$ cat src/rtl/stepper_ramp_profile_generator_macros.svh
// Assertion macros shared by the stepper ramp generator RTL.
// Depends on nothing; files that assert take it with an include.
`ifndef STEPPER_RAMP_PROFILE_GENERATOR_MACROS_SVH
`define STEPPER_RAMP_PROFILE_GENERATOR_MACROS_SVH

// Same-cycle implication, disabled while reset is low.
`define SRPG_ASSERT_IMP(lbl, ck, rn, a, c) \
  lbl: assert property (@(posedge ck) disable iff (!(rn)) (a) |-> (c)) \
    else $error("srpg assertion failed");

// Next-cycle implication, disabled while reset is low.
`define SRPG_ASSERT_NXT(lbl, ck, rn, a, c) \
  lbl: assert property (@(posedge ck) disable iff (!(rn)) (a) |=> (c)) \
    else $error("srpg assertion failed");

`endif

$ cat src/rtl/srpg_pkg.sv
// Package for the stepper ramp generator: payload structs, codes, constants.
// Used by every module of the block; depends on nothing.
`default_nettype none

package srpg_pkg;

  // Default parameter values
  localparam int TimerClockHzDef = 72000000;
  localparam int SpeedStepsDef   = 2048;
  localparam int StallLimitDef   = 20;

  // Datapath widths
  localparam int SpeedW = 11;
  localparam int CountW = 32;
  localparam int DvdW   = 32;
  localparam int DvsW   = 22;
  localparam int StallW = 5;
  localparam int CfgIdxW = 3;
  localparam int CfgDataW = 16;

  // Item kinds
  localparam logic [1:0] KIND_START = 2'd0;
  localparam logic [1:0] KIND_PULSE = 2'd1;
  localparam logic [1:0] KIND_TICK  = 2'd2;
  localparam logic [1:0] KIND_STOP  = 2'd3;

  // Motor phases
  localparam logic [1:0] PH_IDLE   = 2'd0;
  localparam logic [1:0] PH_ACCEL  = 2'd1;
  localparam logic [1:0] PH_CRUISE = 2'd2;
  localparam logic [1:0] PH_DECEL  = 2'd3;

  // Configuration register indexes
  localparam logic [CfgIdxW-1:0] REG_SEG1_TOP  = 3'd0;
  localparam logic [CfgIdxW-1:0] REG_SEG2_TOP  = 3'd1;
  localparam logic [CfgIdxW-1:0] REG_SEG3_TOP  = 3'd2;
  localparam logic [CfgIdxW-1:0] REG_SEG1_RATE = 3'd3;
  localparam logic [CfgIdxW-1:0] REG_SEG2_RATE = 3'd4;
  localparam logic [CfgIdxW-1:0] REG_SEG3_RATE = 3'd5;
  localparam logic [CfgIdxW-1:0] REG_LOW_FREQ  = 3'd6;
  localparam logic [CfgIdxW-1:0] REG_FREQ_IDX  = 3'd7;

  // Register reset values
  localparam logic [10:0] SEG1_TOP_RST  = 11'd300;
  localparam logic [10:0] SEG2_TOP_RST  = 11'd1000;
  localparam logic [10:0] SEG3_TOP_RST  = 11'd1344;
  localparam logic [7:0]  SEG1_RATE_RST = 8'd4;
  localparam logic [7:0]  SEG2_RATE_RST = 8'd6;
  localparam logic [7:0]  SEG3_RATE_RST = 8'd8;
  localparam logic [15:0] LOW_FREQ_RST  = 16'd1000;
  localparam logic [9:0]  FREQ_IDX_RST  = 10'd10;

  localparam logic [SpeedW-1:0] SPEED_MAX = 11'd2047;

  typedef struct packed {
    logic [1:0]         kind;
    logic [10:0]        start_speed;
    logic [10:0]        top_speed;
    logic [31:0]        step_target;
    logic               direction_up;
    logic signed [31:0] encoder_count;
    logic [15:0]        encoder_speed;
  } in_item_t;

  typedef struct packed {
    logic [1:0]  motor_phase;
    logic [10:0] speed_index;
    logic [15:0] period_ticks;
    logic [31:0] steps_done;
    logic        stall_error;
    logic        move_up;
  } out_item_t;

  // Controller to datapath
  typedef struct packed {
    logic       load;
    logic       update;
    logic       div_start;
    logic       div_per;
    logic [1:0] seg_sel;
    logic       acc_add;
    logic       speed_wr;
    logic       period_wr;
    logic       out_load;
  } cmd_t;

  // Datapath to controller
  typedef struct packed {
    logic       ramp_need;
    logic [1:0] upto;
    logic       div_done;
  } stat_t;

endpackage

`default_nettype wire

$ cat src/rtl/srpg_div.sv
// Restoring divider, one quotient bit per cycle.
// Depends on srpg_pkg for widths.
`default_nettype none

module srpg_div (
  input  wire logic                      clk,
  input  wire logic                      rst_n,
  input  wire logic                      start,
  input  wire logic [srpg_pkg::DvdW-1:0] dividend,
  input  wire logic [srpg_pkg::DvsW-1:0] divisor,
  output logic                           done,
  output logic [srpg_pkg::DvdW-1:0]      quotient
);

  logic                      busy_r, done_r;
  logic [4:0]                cnt_r;
  logic [srpg_pkg::DvsW:0]   rem_r;
  logic [srpg_pkg::DvsW-1:0] dvs_r;
  logic [srpg_pkg::DvdW-1:0] quo_r;
  logic [srpg_pkg::DvsW:0]   trial;
  logic                      fits;

  assign trial = {rem_r[srpg_pkg::DvsW-1:0], quo_r[srpg_pkg::DvdW-1]};
  assign fits  = trial >= {1'b0, dvs_r};

  always_ff @(posedge clk) begin
    if (!rst_n) begin
      busy_r <= 1'b0;
      done_r <= 1'b0;
      cnt_r  <= '0;
    end else begin
      done_r <= 1'b0;
      if (start) begin
        busy_r <= 1'b1;
        cnt_r  <= '0;
      end else if (busy_r) begin
        cnt_r <= cnt_r + 5'd1;
        if (cnt_r == 5'd31) begin
          busy_r <= 1'b0;
          done_r <= 1'b1;
        end
      end
    end
  end

  // zero divisor yields all ones, which the caller saturates
  always_ff @(posedge clk) begin
    if (start) begin
      quo_r <= dividend;
      dvs_r <= divisor;
      rem_r <= '0;
    end else if (busy_r) begin
      rem_r <= fits ? trial - {1'b0, dvs_r} : trial;
      quo_r <= {quo_r[srpg_pkg::DvdW-2:0], fits};
    end
  end

  assign done     = done_r;
  assign quotient = quo_r;

endmodule

`default_nettype wire

$ cat src/rtl/srpg_datapath.sv
// Datapath: config registers, motion state, item update, ramp and period math.
// Depends on srpg_pkg and srpg_div.
`default_nettype none

module srpg_datapath #(
  parameter int TIMER_CLOCK_HZ = srpg_pkg::TimerClockHzDef,
  parameter int SPEED_STEPS    = srpg_pkg::SpeedStepsDef,
  parameter int STALL_LIMIT    = srpg_pkg::StallLimitDef
) (
  input  wire logic                          clk,
  input  wire logic                          rst_n,
  input  wire logic                          cfg_we,
  input  wire logic [srpg_pkg::CfgIdxW-1:0]  cfg_index,
  input  wire logic [srpg_pkg::CfgDataW-1:0] cfg_data,
  input  wire srpg_pkg::in_item_t            in_data,
  input  wire srpg_pkg::cmd_t                cmd,
  output srpg_pkg::stat_t                    stat,
  output srpg_pkg::out_item_t                out_data
);

  // configuration
  logic [10:0] seg1_top_r, seg2_top_r, seg3_top_r;
  logic [7:0]  seg1_rate_r, seg2_rate_r, seg3_rate_r;
  logic [15:0] low_freq_r;
  logic [9:0]  freq_idx_r;

  always_ff @(posedge clk) begin
    if (!rst_n) begin
      seg1_top_r  <= srpg_pkg::SEG1_TOP_RST;
      seg2_top_r  <= srpg_pkg::SEG2_TOP_RST;
      seg3_top_r  <= srpg_pkg::SEG3_TOP_RST;
      seg1_rate_r <= srpg_pkg::SEG1_RATE_RST;
      seg2_rate_r <= srpg_pkg::SEG2_RATE_RST;
      seg3_rate_r <= srpg_pkg::SEG3_RATE_RST;
      low_freq_r  <= srpg_pkg::LOW_FREQ_RST;
      freq_idx_r  <= srpg_pkg::FREQ_IDX_RST;
    end else if (cfg_we) begin
      case (cfg_index)
        srpg_pkg::REG_SEG1_TOP:  seg1_top_r  <= cfg_data[10:0];
        srpg_pkg::REG_SEG2_TOP:  seg2_top_r  <= cfg_data[10:0];
        srpg_pkg::REG_SEG3_TOP:  seg3_top_r  <= cfg_data[10:0];
        srpg_pkg::REG_SEG1_RATE: seg1_rate_r <= cfg_data[7:0];
        srpg_pkg::REG_SEG2_RATE: seg2_rate_r <= cfg_data[7:0];
        srpg_pkg::REG_SEG3_RATE: seg3_rate_r <= cfg_data[7:0];
        srpg_pkg::REG_LOW_FREQ:  low_freq_r  <= cfg_data[15:0];
        srpg_pkg::REG_FREQ_IDX:  freq_idx_r  <= cfg_data[9:0];
        default: ;
      endcase
    end
  end

  // motion state
  srpg_pkg::in_item_t item_r;
  logic [1:0]  phase_r, phase_nxt;
  logic [10:0] speed_r, speed_nxt, limit_r, limit_nxt, base_r, base_nxt;
  logic [31:0] target_r, target_nxt, step_r, step_nxt, origin_r, origin_nxt;
  logic [31:0] seg_cnt_r [3];
  logic [31:0] seg_cnt_nxt [3];
  logic [srpg_pkg::StallW-1:0] stall_r, stall_nxt;
  logic        err_r, err_nxt, dir_r, dir_nxt;
  logic        need_nxt;
  logic [1:0]  upto_nxt, upto_r;
  logic [10:0] acc_r;
  logic [15:0] period_r;
  srpg_pkg::out_item_t out_r;

  logic [31:0] cnt_inc;
  logic [32:0] diff, dist_abs;
  logic [37:0] dist25;
  logic [20:0] run_prod;
  logic [21:0] run;
  logic [22:0] act_prod;
  logic [20:0] act2;

  assign cnt_inc  = step_r + 32'd1;
  assign diff     = {item_r.encoder_count[31], item_r.encoder_count}
                  - {origin_r[31], origin_r};
  assign dist_abs = diff[32] ? (33'd0 - diff) : diff;
  assign dist25   = {1'b0, dist_abs, 4'b0} + {2'b0, dist_abs, 3'b0} + {5'b0, dist_abs};
  assign run_prod = speed_r * freq_idx_r;
  assign run      = {6'b0, low_freq_r} + {1'b0, run_prod};
  assign act_prod = item_r.encoder_speed * 7'd125;
  assign act2     = {act_prod[22:3], 1'b0};

  always_comb begin
    phase_nxt  = phase_r;
    speed_nxt  = speed_r;
    limit_nxt  = limit_r;
    base_nxt   = base_r;
    target_nxt = target_r;
    step_nxt   = step_r;
    origin_nxt = origin_r;
    stall_nxt  = stall_r;
    err_nxt    = err_r;
    dir_nxt    = dir_r;
    need_nxt   = 1'b0;
    upto_nxt   = 2'd0;
    for (int k = 0; k < 3; k++) seg_cnt_nxt[k] = seg_cnt_r[k];
    case (item_r.kind)
      srpg_pkg::KIND_START: begin
        dir_nxt    = item_r.direction_up;
        step_nxt   = '0;
        for (int k = 0; k < 3; k++) seg_cnt_nxt[k] = '0;
        phase_nxt  = srpg_pkg::PH_ACCEL;
        err_nxt    = 1'b0;
        base_nxt   = item_r.start_speed;
        speed_nxt  = item_r.start_speed;
        target_nxt = item_r.step_target;
        limit_nxt  = item_r.top_speed;
        origin_nxt = item_r.encoder_count;
      end
      srpg_pkg::KIND_PULSE: begin
        if (phase_r != srpg_pkg::PH_IDLE) begin
          step_nxt = cnt_inc;
          if (cnt_inc >= target_r) begin
            phase_nxt = srpg_pkg::PH_IDLE;
          end else begin
            case (phase_r)
              srpg_pkg::PH_ACCEL: begin
                if (speed_r < limit_r) begin
                  if (speed_r < seg1_top_r) begin
                    seg_cnt_nxt[0] = seg_cnt_r[0] + 32'd1;
                    need_nxt = 1'b1;
                    upto_nxt = 2'd0;
                  end else if (speed_r < seg2_top_r) begin
                    seg_cnt_nxt[1] = seg_cnt_r[1] + 32'd1;
                    need_nxt = 1'b1;
                    upto_nxt = 2'd1;
                  end else if (speed_r < seg3_top_r) begin
                    seg_cnt_nxt[2] = seg_cnt_r[2] + 32'd1;
                    need_nxt = 1'b1;
                    upto_nxt = 2'd2;
                  end
                end else begin
                  phase_nxt = srpg_pkg::PH_CRUISE;
                end
              end
              srpg_pkg::PH_CRUISE: begin
                if (target_r - cnt_inc < {21'b0, speed_r}) phase_nxt = srpg_pkg::PH_DECEL;
              end
              default: begin
                if (speed_r != '0) speed_nxt = speed_r - 11'd1;
              end
            endcase
          end
        end
      end
      srpg_pkg::KIND_TICK: begin
        if (phase_r == srpg_pkg::PH_IDLE) begin
          stall_nxt = '0;
        end else begin
          step_nxt = dist25[37:6];
          if (run > {1'b0, act2}) begin
            if (stall_r < srpg_pkg::StallW'(STALL_LIMIT)) begin
              stall_nxt = stall_r + 1'b1;
            end else begin
              err_nxt   = 1'b1;
              phase_nxt = srpg_pkg::PH_IDLE;
            end
          end else begin
            stall_nxt = '0;
          end
        end
      end
      default: phase_nxt = srpg_pkg::PH_IDLE;
    endcase
  end

  // divider operand selection
  logic [7:0]  rate_raw, rate;
  logic [12:0] idx_wide;
  logic [10:0] idx;
  logic [20:0] den_prod;
  logic [21:0] den;
  logic [31:0] dvd;
  logic [21:0] dvs;
  logic        div_done;
  logic [31:0] quo;
  logic [11:0] acc_sum;

  always_comb begin
    case (cmd.seg_sel)
      2'd0:    rate_raw = seg1_rate_r;
      2'd1:    rate_raw = seg2_rate_r;
      default: rate_raw = seg3_rate_r;
    endcase
  end

  assign rate     = (rate_raw == 8'd0) ? 8'd1 : rate_raw;
  assign idx_wide = ({2'b0, speed_r} > 13'(SPEED_STEPS - 1)) ? 13'(SPEED_STEPS - 1)
                                                             : {2'b0, speed_r};
  assign idx      = idx_wide[10:0];
  assign den_prod = idx * freq_idx_r;
  assign den      = {6'b0, low_freq_r} + {1'b0, den_prod};
  assign dvd      = cmd.div_per ? 32'(TIMER_CLOCK_HZ)
                                : seg_cnt_r[cmd.seg_sel == 2'd3 ? 2'd2 : cmd.seg_sel];
  assign dvs      = cmd.div_per ? den : {14'b0, rate};
  assign acc_sum  = {1'b0, acc_r} + {1'b0, quo[10:0]};

  srpg_div u_div (
    .clk      (clk),
    .rst_n    (rst_n),
    .start    (cmd.div_start),
    .dividend (dvd),
    .divisor  (dvs),
    .done     (div_done),
    .quotient (quo)
  );

  always_ff @(posedge clk) begin
    if (!rst_n) begin
      phase_r  <= srpg_pkg::PH_IDLE;
      speed_r  <= '0;
      limit_r  <= '0;
      base_r   <= '0;
      target_r <= '0;
      step_r   <= '0;
      origin_r <= '0;
      stall_r  <= '0;
      err_r    <= 1'b0;
      dir_r    <= 1'b0;
      for (int k = 0; k < 3; k++) seg_cnt_r[k] <= '0;
    end else if (cmd.update) begin
      phase_r  <= phase_nxt;
      speed_r  <= speed_nxt;
      limit_r  <= limit_nxt;
      base_r   <= base_nxt;
      target_r <= target_nxt;
      step_r   <= step_nxt;
      origin_r <= origin_nxt;
      stall_r  <= stall_nxt;
      err_r    <= err_nxt;
      dir_r    <= dir_nxt;
      for (int k = 0; k < 3; k++) seg_cnt_r[k] <= seg_cnt_nxt[k];
    end else if (cmd.speed_wr) begin
      speed_r <= acc_r;
    end
  end

  // payload registers
  always_ff @(posedge clk) begin
    if (cmd.load) item_r <= in_data;
    if (cmd.update) begin
      upto_r <= upto_nxt;
      acc_r  <= base_r;
    end else if (cmd.acc_add) begin
      // running sum saturates; all terms are non-negative
      if (quo[31:11] != '0 || acc_sum[11]) acc_r <= srpg_pkg::SPEED_MAX;
      else acc_r <= acc_sum[10:0];
    end
    if (cmd.period_wr) period_r <= (quo[31:16] != '0) ? 16'hFFFF : quo[15:0];
    if (cmd.out_load) begin
      out_r.motor_phase  <= phase_r;
      out_r.speed_index  <= speed_r;
      out_r.period_ticks <= period_r;
      out_r.steps_done   <= step_r;
      out_r.stall_error  <= err_r;
      out_r.move_up      <= dir_r;
    end
  end

  assign stat.ramp_need = need_nxt;
  assign stat.upto      = upto_r;
  assign stat.div_done  = div_done;
  assign out_data       = out_r;

endmodule

`default_nettype wire

$ cat src/rtl/srpg_ctrl.sv
// Controller: sequences update, ramp divisions, period division and output.
// Depends on srpg_pkg and the assertion macro header.
`default_nettype none
`include "stepper_ramp_profile_generator_macros.svh"

module srpg_ctrl (
  input  wire logic           clk,
  input  wire logic           rst_n,
  input  wire logic           in_valid,
  output logic                in_stall,
  output logic                out_valid,
  input  wire logic           out_stall,
  input  wire srpg_pkg::stat_t stat,
  output srpg_pkg::cmd_t      cmd
);

  localparam logic [2:0] S_IDLE = 3'd0;
  localparam logic [2:0] S_UPD  = 3'd1;
  localparam logic [2:0] S_SEG  = 3'd2;
  localparam logic [2:0] S_SEGW = 3'd3;
  localparam logic [2:0] S_SPD  = 3'd4;
  localparam logic [2:0] S_PER  = 3'd5;
  localparam logic [2:0] S_PERW = 3'd6;
  localparam logic [2:0] S_DONE = 3'd7;

  logic [2:0] state_r, state_nxt;
  logic [1:0] seg_r, seg_nxt;
  logic       out_valid_r, out_valid_nxt;
  logic       accept, out_free;

  assign in_stall = (state_r != S_IDLE);
  assign accept   = in_valid && !in_stall;
  assign out_free = !out_valid_r || !out_stall;

  always_comb begin
    state_nxt     = state_r;
    seg_nxt       = seg_r;
    out_valid_nxt = out_valid_r && out_stall;
    cmd           = '0;
    cmd.seg_sel   = seg_r;
    case (state_r)
      S_IDLE: begin
        if (accept) begin
          cmd.load  = 1'b1;
          state_nxt = S_UPD;
        end
      end
      S_UPD: begin
        cmd.update = 1'b1;
        seg_nxt    = 2'd0;
        state_nxt  = stat.ramp_need ? S_SEG : S_PER;
      end
      S_SEG: begin
        cmd.div_start = 1'b1;
        state_nxt     = S_SEGW;
      end
      S_SEGW: begin
        if (stat.div_done) begin
          cmd.acc_add = 1'b1;
          if (seg_r == stat.upto) begin
            state_nxt = S_SPD;
          end else begin
            seg_nxt   = seg_r + 2'd1;
            state_nxt = S_SEG;
          end
        end
      end
      S_SPD: begin
        cmd.speed_wr = 1'b1;
        state_nxt    = S_PER;
      end
      S_PER: begin
        cmd.div_start = 1'b1;
        cmd.div_per   = 1'b1;
        state_nxt     = S_PERW;
      end
      S_PERW: begin
        cmd.div_per = 1'b1;
        if (stat.div_done) begin
          cmd.period_wr = 1'b1;
          state_nxt     = S_DONE;
        end
      end
      S_DONE: begin
        if (out_free) begin
          cmd.out_load  = 1'b1;
          out_valid_nxt = 1'b1;
          state_nxt     = S_IDLE;
        end
      end
      default: state_nxt = S_IDLE;
    endcase
  end

  always_ff @(posedge clk) begin
    if (!rst_n) begin
      state_r     <= S_IDLE;
      seg_r       <= 2'd0;
      out_valid_r <= 1'b0;
    end else begin
      state_r     <= state_nxt;
      seg_r       <= seg_nxt;
      out_valid_r <= out_valid_nxt;
    end
  end

  assign out_valid = out_valid_r;

  `SRPG_ASSERT_NXT(a_accept_updates, clk, rst_n, accept, state_r == S_UPD)
  `SRPG_ASSERT_NXT(a_done_loads_out, clk, rst_n, state_r == S_DONE && out_free, out_valid_r)
  `SRPG_ASSERT_NXT(a_last_seg_speed, clk, rst_n,
    state_r == S_SEGW && stat.div_done && seg_r == stat.upto, state_r == S_SPD)
  `SRPG_ASSERT_IMP(a_seg_in_range, clk, rst_n, state_r == S_SEGW, seg_r <= stat.upto)

endmodule

`default_nettype wire

$ cat src/rtl/stepper_ramp_profile_generator.sv
// Top level of the stepper ramp generator: controller plus datapath.
// Depends on srpg_pkg, srpg_ctrl, srpg_datapath (and srpg_div below it).
//
//   channel  ports                          role
//   in       in_valid, in_stall, in_data    command items (start/pulse/tick/stop)
//   out      out_valid, out_stall, out_data one status item per command
//   cfg      cfg_we, cfg_index, cfg_data    ramp and frequency registers
//
// One item at a time: each is loaded and updated; when a ramp step is due the k+1
// segment quotients are recomputed in turn, and then the period is divided.
// Reset is synchronous; no clearing pass.
// A result waits in the output register; the next item is taken meanwhile,
// and its own result is held back until the waiting one is transferred.
`default_nettype none

module stepper_ramp_profile_generator #(
  parameter int TIMER_CLOCK_HZ = srpg_pkg::TimerClockHzDef,
  parameter int SPEED_STEPS    = srpg_pkg::SpeedStepsDef,
  parameter int STALL_LIMIT    = srpg_pkg::StallLimitDef
) (
  input  wire logic                          clk,
  input  wire logic                          rst_n,
  input  wire logic                          in_valid,
  output logic                               in_stall,
  input  wire srpg_pkg::in_item_t            in_data,
  output logic                               out_valid,
  input  wire logic                          out_stall,
  output srpg_pkg::out_item_t                out_data,
  input  wire logic                          cfg_we,
  input  wire logic [srpg_pkg::CfgIdxW-1:0]  cfg_index,
  input  wire logic [srpg_pkg::CfgDataW-1:0] cfg_data
);

  srpg_pkg::cmd_t  cmd;
  srpg_pkg::stat_t stat;

  srpg_ctrl u_ctrl (
    .clk       (clk),
    .rst_n     (rst_n),
    .in_valid  (in_valid),
    .in_stall  (in_stall),
    .out_valid (out_valid),
    .out_stall (out_stall),
    .stat      (stat),
    .cmd       (cmd)
  );

  srpg_datapath #(
    .TIMER_CLOCK_HZ (TIMER_CLOCK_HZ),
    .SPEED_STEPS    (SPEED_STEPS),
    .STALL_LIMIT    (STALL_LIMIT)
  ) u_dp (
    .clk       (clk),
    .rst_n     (rst_n),
    .cfg_we    (cfg_we),
    .cfg_index (cfg_index),
    .cfg_data  (cfg_data),
    .in_data   (in_data),
    .cmd       (cmd),
    .stat      (stat),
    .out_data  (out_data)
  );

endmodule

`default_nettype wire

$ cat config.mk
export PLATFORM = sky130hd
export DESIGN_NAME = stepper_ramp_profile_generator
export DESIGN_NICKNAME = d
export VERILOG_FILES = /design/src/rtl/srpg_pkg.sv /design/src/rtl/srpg_div.sv /design/src/rtl/srpg_datapath.sv /design/src/rtl/srpg_ctrl.sv /design/src/rtl/stepper_ramp_profile_generator.sv
export VERILOG_INCLUDE_DIRS = /design/src /design/src/rtl
export SDC_FILE = /design/constraint.sdc
export NUM_CORES = 2
export LEC_CHECK = 0
export ABC_AREA = 1
export ABC_CLOCK_PERIOD_IN_PS = 8000
export BUFFER_PORTS_ARGS = -buffer_cell sky130_fd_sc_hd__buf_2
export CORE_MARGIN = 1.5
export CORE_UTILIZATION = 60
export DETAILED_ROUTE_END_ITERATION = 16
export MAX_ROUTING_LAYER = met4
export PLACE_DENSITY_LB_ADDON = 0.3
export SYNTH_ARGS = -nofsm -noshare
export SYNTH_HDL_FRONTEND = slang
export SYNTH_SLANG_ARGS = --single-unit
$ cat constraint.sdc
create_clock -name clk -period 8 [get_ports clk]
set_input_delay 0.8 -clock clk [delete_from_list [all_inputs] [get_ports clk]]
set_output_delay 0.8 -clock clk [all_outputs]
set_load 0.05 [all_outputs]
# Word level (Yosys, flattened, before mapping)
# Memory sizes are Yosys's and may differ from the RTL's.
# Index checks and enable logic that the tools add are counted.
op_classes:
  n_addsub: 16
  mul: 2
  order_cmp: 9
  n_eq_ne: 40
  muxes: 92
  bitwise_logic: 9
  reduce_logical: 47
op_table:
  columns: ["op", "count"]
  rows:
  - ["2-to-1 mux 32 bit", 12]
  - ["2-to-1 mux 96 bit", 4]
  - ["one-hot mux 96 bit (2 select lines)", 1]
  - ["adder 32 x 1 -> 32 bit, second input constant", 4]
  - ["2-to-1 mux 11 bit", 9]
  - ["one-hot mux 32 bit (3 select lines)", 1]
  - ["2-to-1 mux 64 bit", 1]
  - ["less-than comparator 11 bit", 4]
  - ["adder 37 x 36 -> 38 bit", 1]
  - ["adder 38 x 33 -> 38 bit", 1]
  - ["2-to-1 mux 1 bit", 33]
  - ["2-to-1 mux 33 bit", 1]
  - ["subtractor 1 x 33 -> 33 bit, first input constant", 1]
  - ["subtractor 32 x 32 -> 33 bit", 1]
  - ["greater-or-equal comparator 32 bit", 1]
  - ["less-than comparator 32 x 11 -> 1 bit", 1]
  - ["subtractor 32 bit", 1]
  - ["== test 3 bit, second input constant", 8]
  - ["one-hot mux 3 bit (8 select lines)", 1]
  - ["greater-or-equal comparator 23 x 22 -> 1 bit", 1]
  - ["multiplier 16 x 7 -> 23 bit, second input constant", 1]
  - ["adder 16 x 21 -> 22 bit", 1]
  - ["greater-than comparator 22 x 21 -> 1 bit", 1]
  - ["2-to-1 mux 2 bit", 11]
  - ["other kinds (53)", 114]
word_totals:
  regBits: 507
  ram_bits: 96
  input_bits: 129
  output_inout_bits: 65
  memories: 1
mem_list:
  columns: ["name", "depth", "word_bits", "read_ports", "rd_ports_with_merged_regs", "write_ports", "line_no", "text"]
  rows:
  - ["u_dp.seg_cnt_r", 3, 32, 4, 0, 3, "srpg_datapath.sv:57", "logic [31:0] seg_cnt_r [3];"]

# Depth between registers and ports, before layout
depth:
  depth_word: 11
  depth_mapped: 38
  depth_no_buf: 38

# Modules after synthesis
# A second synthesis with hierarchy kept.
hier_totals:
  hier_cells: 5547
  hier_area_um2: 43643.1
by_module_without_submodules:
  columns: ["mod", "n_inst", "cells_per_inst", "area_each_um2", "seq_area_each_um2"]
  rows:
  - ["srpg_datapath", 1, 4763, 37883.8, 13222.7]
  - ["srpg_div", 1, 691, 5163.7, 2202.1]
  - ["srpg_ctrl", 1, 93, 595.6, 120.1]

# Worst setup path after synthesis
# No wires, ideal clock.
synth_timing:
  path_type: "register to register"
  start: "reg u_dp.speed_r[5], in the netlist u_dp.idx[5]"
  end: "reg u_dp.stall_r[2] (netlist bit)"
  setup_time_ps: 70
  t_arrival_ps: 6666
  t_required_ps: 7930
  slack_ps: 1264
  path_stages_with_launch: 36
  n_path_buf: 1
  synth_period_minus_slack_ps: 6736
  cell_sequence: "dfxtp_1 > clkbuf_1 > nand2_1 > fa_1 > inv_1 > fa_1 > inv_1 > fa_1 > inv_1 > fa_1 > inv_1 > fa_1 > inv_1 > ha_1 > nand2_1 > nor2_1 > nand2_1 > o211ai_1 > a31oi_1 > o21ai_0 > nand3_1 > nand2_1 > a21oi_1 > o21bai_1 > a21oi_1 > o21bai_1 > xor2_1 > inv_1 > ha_1 > nand4_1 > nor4_1 > o21ai_0 > nand2_1 > a31oi_1 > o21ai_0 > a21oi_1"
synth_between:
  elab_chain_cells: 5
  elab_cells_between_ends: 7
  cone_classes: "add/sub (1); mul (1); order compare (1); eq/ne (1); mux (2); reduce/logical (1)"
synth_lines:
  columns: ["item", "line_no", "text"]
  rows:
  - ["from (decl)", "srpg_datapath.sv:55", "logic [10:0] speed_r, speed_nxt, limit_r, limit_nxt, base_r, base_nxt;"]
  - ["from (signal assigned)", "srpg_datapath.sv:225", "speed_r <= speed_nxt;"]
  - ["from (signal assigned)", "srpg_datapath.sv:236", "speed_r <= acc_r;"]
  - ["multiplier 11 x 10 -> 21 bit (*)", null, null]
  - ["adder 16 x 21 -> 22 bit (*)", null, null]
  - ["via u_dp.den[20]", "srpg_datapath.sv:174", "logic [21:0] den;"]
  - ["greater-than comparator 22 x 21 -> 1 bit (*)", "srpg_datapath.sv:153", "if (run > {1'b0, act2}) begin"]
  - ["inequality test 3 x 2 -> 1 bit (no source line) / 2-to-1 mux 5 bit (equally long branches)", null, null]
  - ["AND reduction 3 bit (no source line) / 2-to-1 mux 5 bit (equally long branches)", null, null]
  - ["to (signal assigned)", "srpg_datapath.sv:231", "stall_r <= stall_nxt;"]
  - ["to (decl)", "srpg_datapath.sv:59", "logic [srpg_pkg::StallW-1:0] stall_r, stall_nxt;"]
# The timed path passes the listed nets; every way through them passes the cells marked *.
# A chain may end at the register's enable or synchronous reset.

# Final worst setup path
layout_timing:
  start: "reg u_dp.speed_r[4], in the netlist u_dp.idx[4]"
  end: "reg u_dp.stall_r[2] (netlist bit)"
# Same word-level chain as after synthesis.

==> run metrics <==
largest net degree at the start of global routing=90; Worst-path clk slew=about 0.060 ns; iteration-0 DRC count of the detailed router=between 3000 and 4000; nets=between 6000 and 7000; DP Wirelength=85.3 mm; Logic pwr share=between 50% and 60%; fraction of layout cells with a size suffix above 1=roughly 8.1%; Routed Antenna Nets=0; GPL Wtd Cong=~0.98; total power=between 15 and 20 mW; Total Routing Usage GR=31.8%; setup ws final=0.554 ns; yosys warns=0; Tmin final=roughly 7.4 ns; Hold Fails Final Rpt=0; DR vias=36500; Routed wire per std cell=17.6 um; post-route cell area=46900 um^2; dpl ws=roughly 0.49 ns; status=completed; worst min path class=input port to register; # DRC=0; Port Buffer Count=~190; utilization after layout=around 67%; Worst-Margin Slew=roughly 1.2 ns; vias in the first global route=between 30000 and 40000; max-slew violation count=0; Clock H-tree levels=3; clock power share=~20%; Post-Syn Area=approximately 43000 um^2; RSZ-0062 raised after global routing=no; EDFF count, synth=between 300 and 400; Hold Path Depth=1; Core ar.=between 70000 and 80000 um^2; die height=269 um; Relative slew margins=between 10% and 20%; Seq/Total Area, Yosys=between 30% and 40%; r2r endpoint=u_dp.stall_r[2]; largest family of logic cells by synthesized area=simple AND/OR/NAND/NOR gates; Net Switching=just under 8 mW; Post-Layout Cell Count=~6400; post-synthesis adder-cell area fraction=between 10% and 20%; top cell type's share of synthesized area=roughly a quarter; post-synthesis mux area share=less than 1%; setup_tns=0 ns; Longest Clk Path Bufs=3; CP startpoint kind=register; Peak supply drop=0.000335 V; worst path arrival time=8.00 ns; Initial Util=between 60 and 70%; die area=72500 um^2; Area Growth Syn to Fin=10.2%; Reg2Reg Depth=32; Die Width=269 um; compound-cell area share of the yosys netlist=roughly 14%; commonest cells in the netlist=959 x nand2_1, 837 x inv_1, 500 x a21oi_1; Hold Path End=u_dp.item_r[59]; Clock Skews=around 0.025 ns; antenna violations before repair=1; Async SR Flop Fraction=0%; Row Count=a little under 100; Synth area leader=edfxtp_1; Slowest-stage cell, CP=dfxtp_1; most common flop cell mapped by yosys=edfxtp_1; Worst EP required=between 8 and 9 ns; DRT Pass-1 Iters=6; Mapped Cells=about 5300; Reg2Reg Setup Slack=0.55 ns; Pint=between 8 and 9 mW; FF-to-FF Start=u_dp.idx[4]; #FFs+latches synth=approximately 600; root buf cell=clkbuf_16; # IOs=~190; top post-synthesis cells by area=edfxtp_1 24%, dfxtp_1 12%, ha_1 9.8%; clk_lat worst skew=around 0.63 ns; CTS tree=done; Tcrit/Tclk final=between 90% and 100%; LEAKAGE=between 20 and 25 nW; xor-xnor portion of the synthesized cell area=under 10%; CTS buffer count=70; most frequent cell after synthesis=nand2_1; setup violators final=0; critical path type=register to register; synth unique cells=64; placed cells=roughly 6300; pwr dens=around 360 nW/um^2; Syn Nets=approximately 6000; Fmax=0.134 GHz; gr ovfl total=0; HP Start=in_data[59]; Crit. End Element=register; max cap viols=0; vias per cell=5.68; CTS Sinks=between 600 and 700; Reg power frac=about 23%; first-pass GRT wire length=182 mm; simple logic cell fraction of the synthesized area=between 10% and 20%; Crit Path Max Fanout=11; Placement Cell Area=44500 um^2; Min Hold Slack=between 0.3 and 0.4 ns; Sw Ratio=between 40% and 50%; Total Wirelength=113 mm; Mean Syn Cell Area=about 8.1 um^2; CP max stage delay=around 0.7 ns
-- per-layer routing --
layer	global-route usage, %	share of wire [%]
met1	40.3	42
met5	-	0
met2	53.5	49
met3	3.81	5.9
met4	9.88	3.1
-- kinds of logic (layout without fill, tap and decap cells) --
group                    count (synthesis)  in the layout
flip-flops                             603            603
adder cells (fa/ha/maj)                508            508
AO/OA/AOI/OAI                         1123           1123
buffers and inverters                  999           1208
multiplexers                             1              1
AND/OR/NAND/NOR                       1867           1867
XOR/XNOR                               168            168
other                                    0              1
-- critical path: cells and delay by family, from the launching register on --
| kind | cells | cell delay, ns |
|---|---|---|
| compound gates | 11 | 1.96 |
| xor+xnor | 1 | 0.25 |
| fa+ha+maj | 7 | 3.34 |
| flops | 1 | 0.68 |
| buf+inv | 4 | 0.22 |
| simple gates | 9 | 0.93 |
-- what timing repair did --
| item | CTS | global route |
|---|---|---|
| buffers inserted | 0 | 0 |
| endpoints found under the setup margin | 0 | 4 |
| resized for setup | 0 | 1 |
| hold buffers | 0 | 0 |
-- how the worst max path moves through the flow --
stage | slack (ns) | end | from
6_report | 0.55 | u_dp.stall_r[2] | u_dp.idx[4]
5_1_grt | 0.06 | u_dp.stall_r[2] | u_dp.freq_idx_r[3]
4_1_cts | 0.43 | u_dp.stall_r[2] | u_dp.idx[4]
3_5_place_dp | 0.49 | u_dp.stall_r[2] | u_dp.idx[4]
3_3_place_gp | 0.71 | u_dp.stall_r[2] | u_dp.idx[4]
2_1_floorplan | 1.26 | u_dp.stall_r[2] | u_dp.idx[5]
-- cell usage in the layout (no fill, tap or decap), types with 15 or more instances in the layout --
master / count
nand2_1: 958
inv_1: 836
a21oi_1: 496
nor2_1: 439
o21ai_0: 404
edfxtp_1: 347
ha_1: 334
dfxtp_1: 256
buf_2: 192
nand3_1: 189
fa_1: 174
xor2_1: 108
clkbuf_16: 75
nor3_1: 72
nand4_1: 62
xnor2_1: 60
o22ai_1: 47
nor4_1: 37
buf_4: 37
o211ai_1: 31
nor2_2: 24
a31oi_1: 20
o21a_1: 17
clkinv_1: 15
-- registers in the layout, summed over array words and instances, names as in the netlist, 22 cells and up --
| signal | flops |
|---|---|
| u_dp.item_r | 105 |
| u_dp.seg_cnt_r | 96 |
| u_dp.out_data | 63 |
| u_dp.origin_r | 32 |
| u_dp.step_r | 32 |
| u_dp.target_r | 32 |
| u_dp.u_div.quotient | 32 |
| u_dp.u_div.dvs_r | 22 |
| u_dp.u_div.rem_r | 22 |
-- power by group through the flow --
stage	registers (mW)	clock network [mW]	logic (mW)
final	3.84	3.33	9.50
after global placement	3.88	0	9.16
after CTS	3.83	3.36	9.41
after floorplan	3.80	0	7.06
after detailed placement	3.89	0	9.32
after global routing	3.86	3.48	10.8
-- cell type report --
| class | count | area, um^2 |
|---|---|---|
| clock inverters | 39 | 390 |
| fillers | 5885 | 23300 |
| flip-flops and latches | 603 | 15500 |
| inverters | 850 | 3190 |
| well taps | 940 | 1180 |
| repair buffers | 229 | 1240 |
| multi-input cells | 3667 | 23300 |
| diodes | 1 | 2.50 |
| clock buffers | 90 | 2010 |
Note: power is estimated with default switching activity, not from simulation.
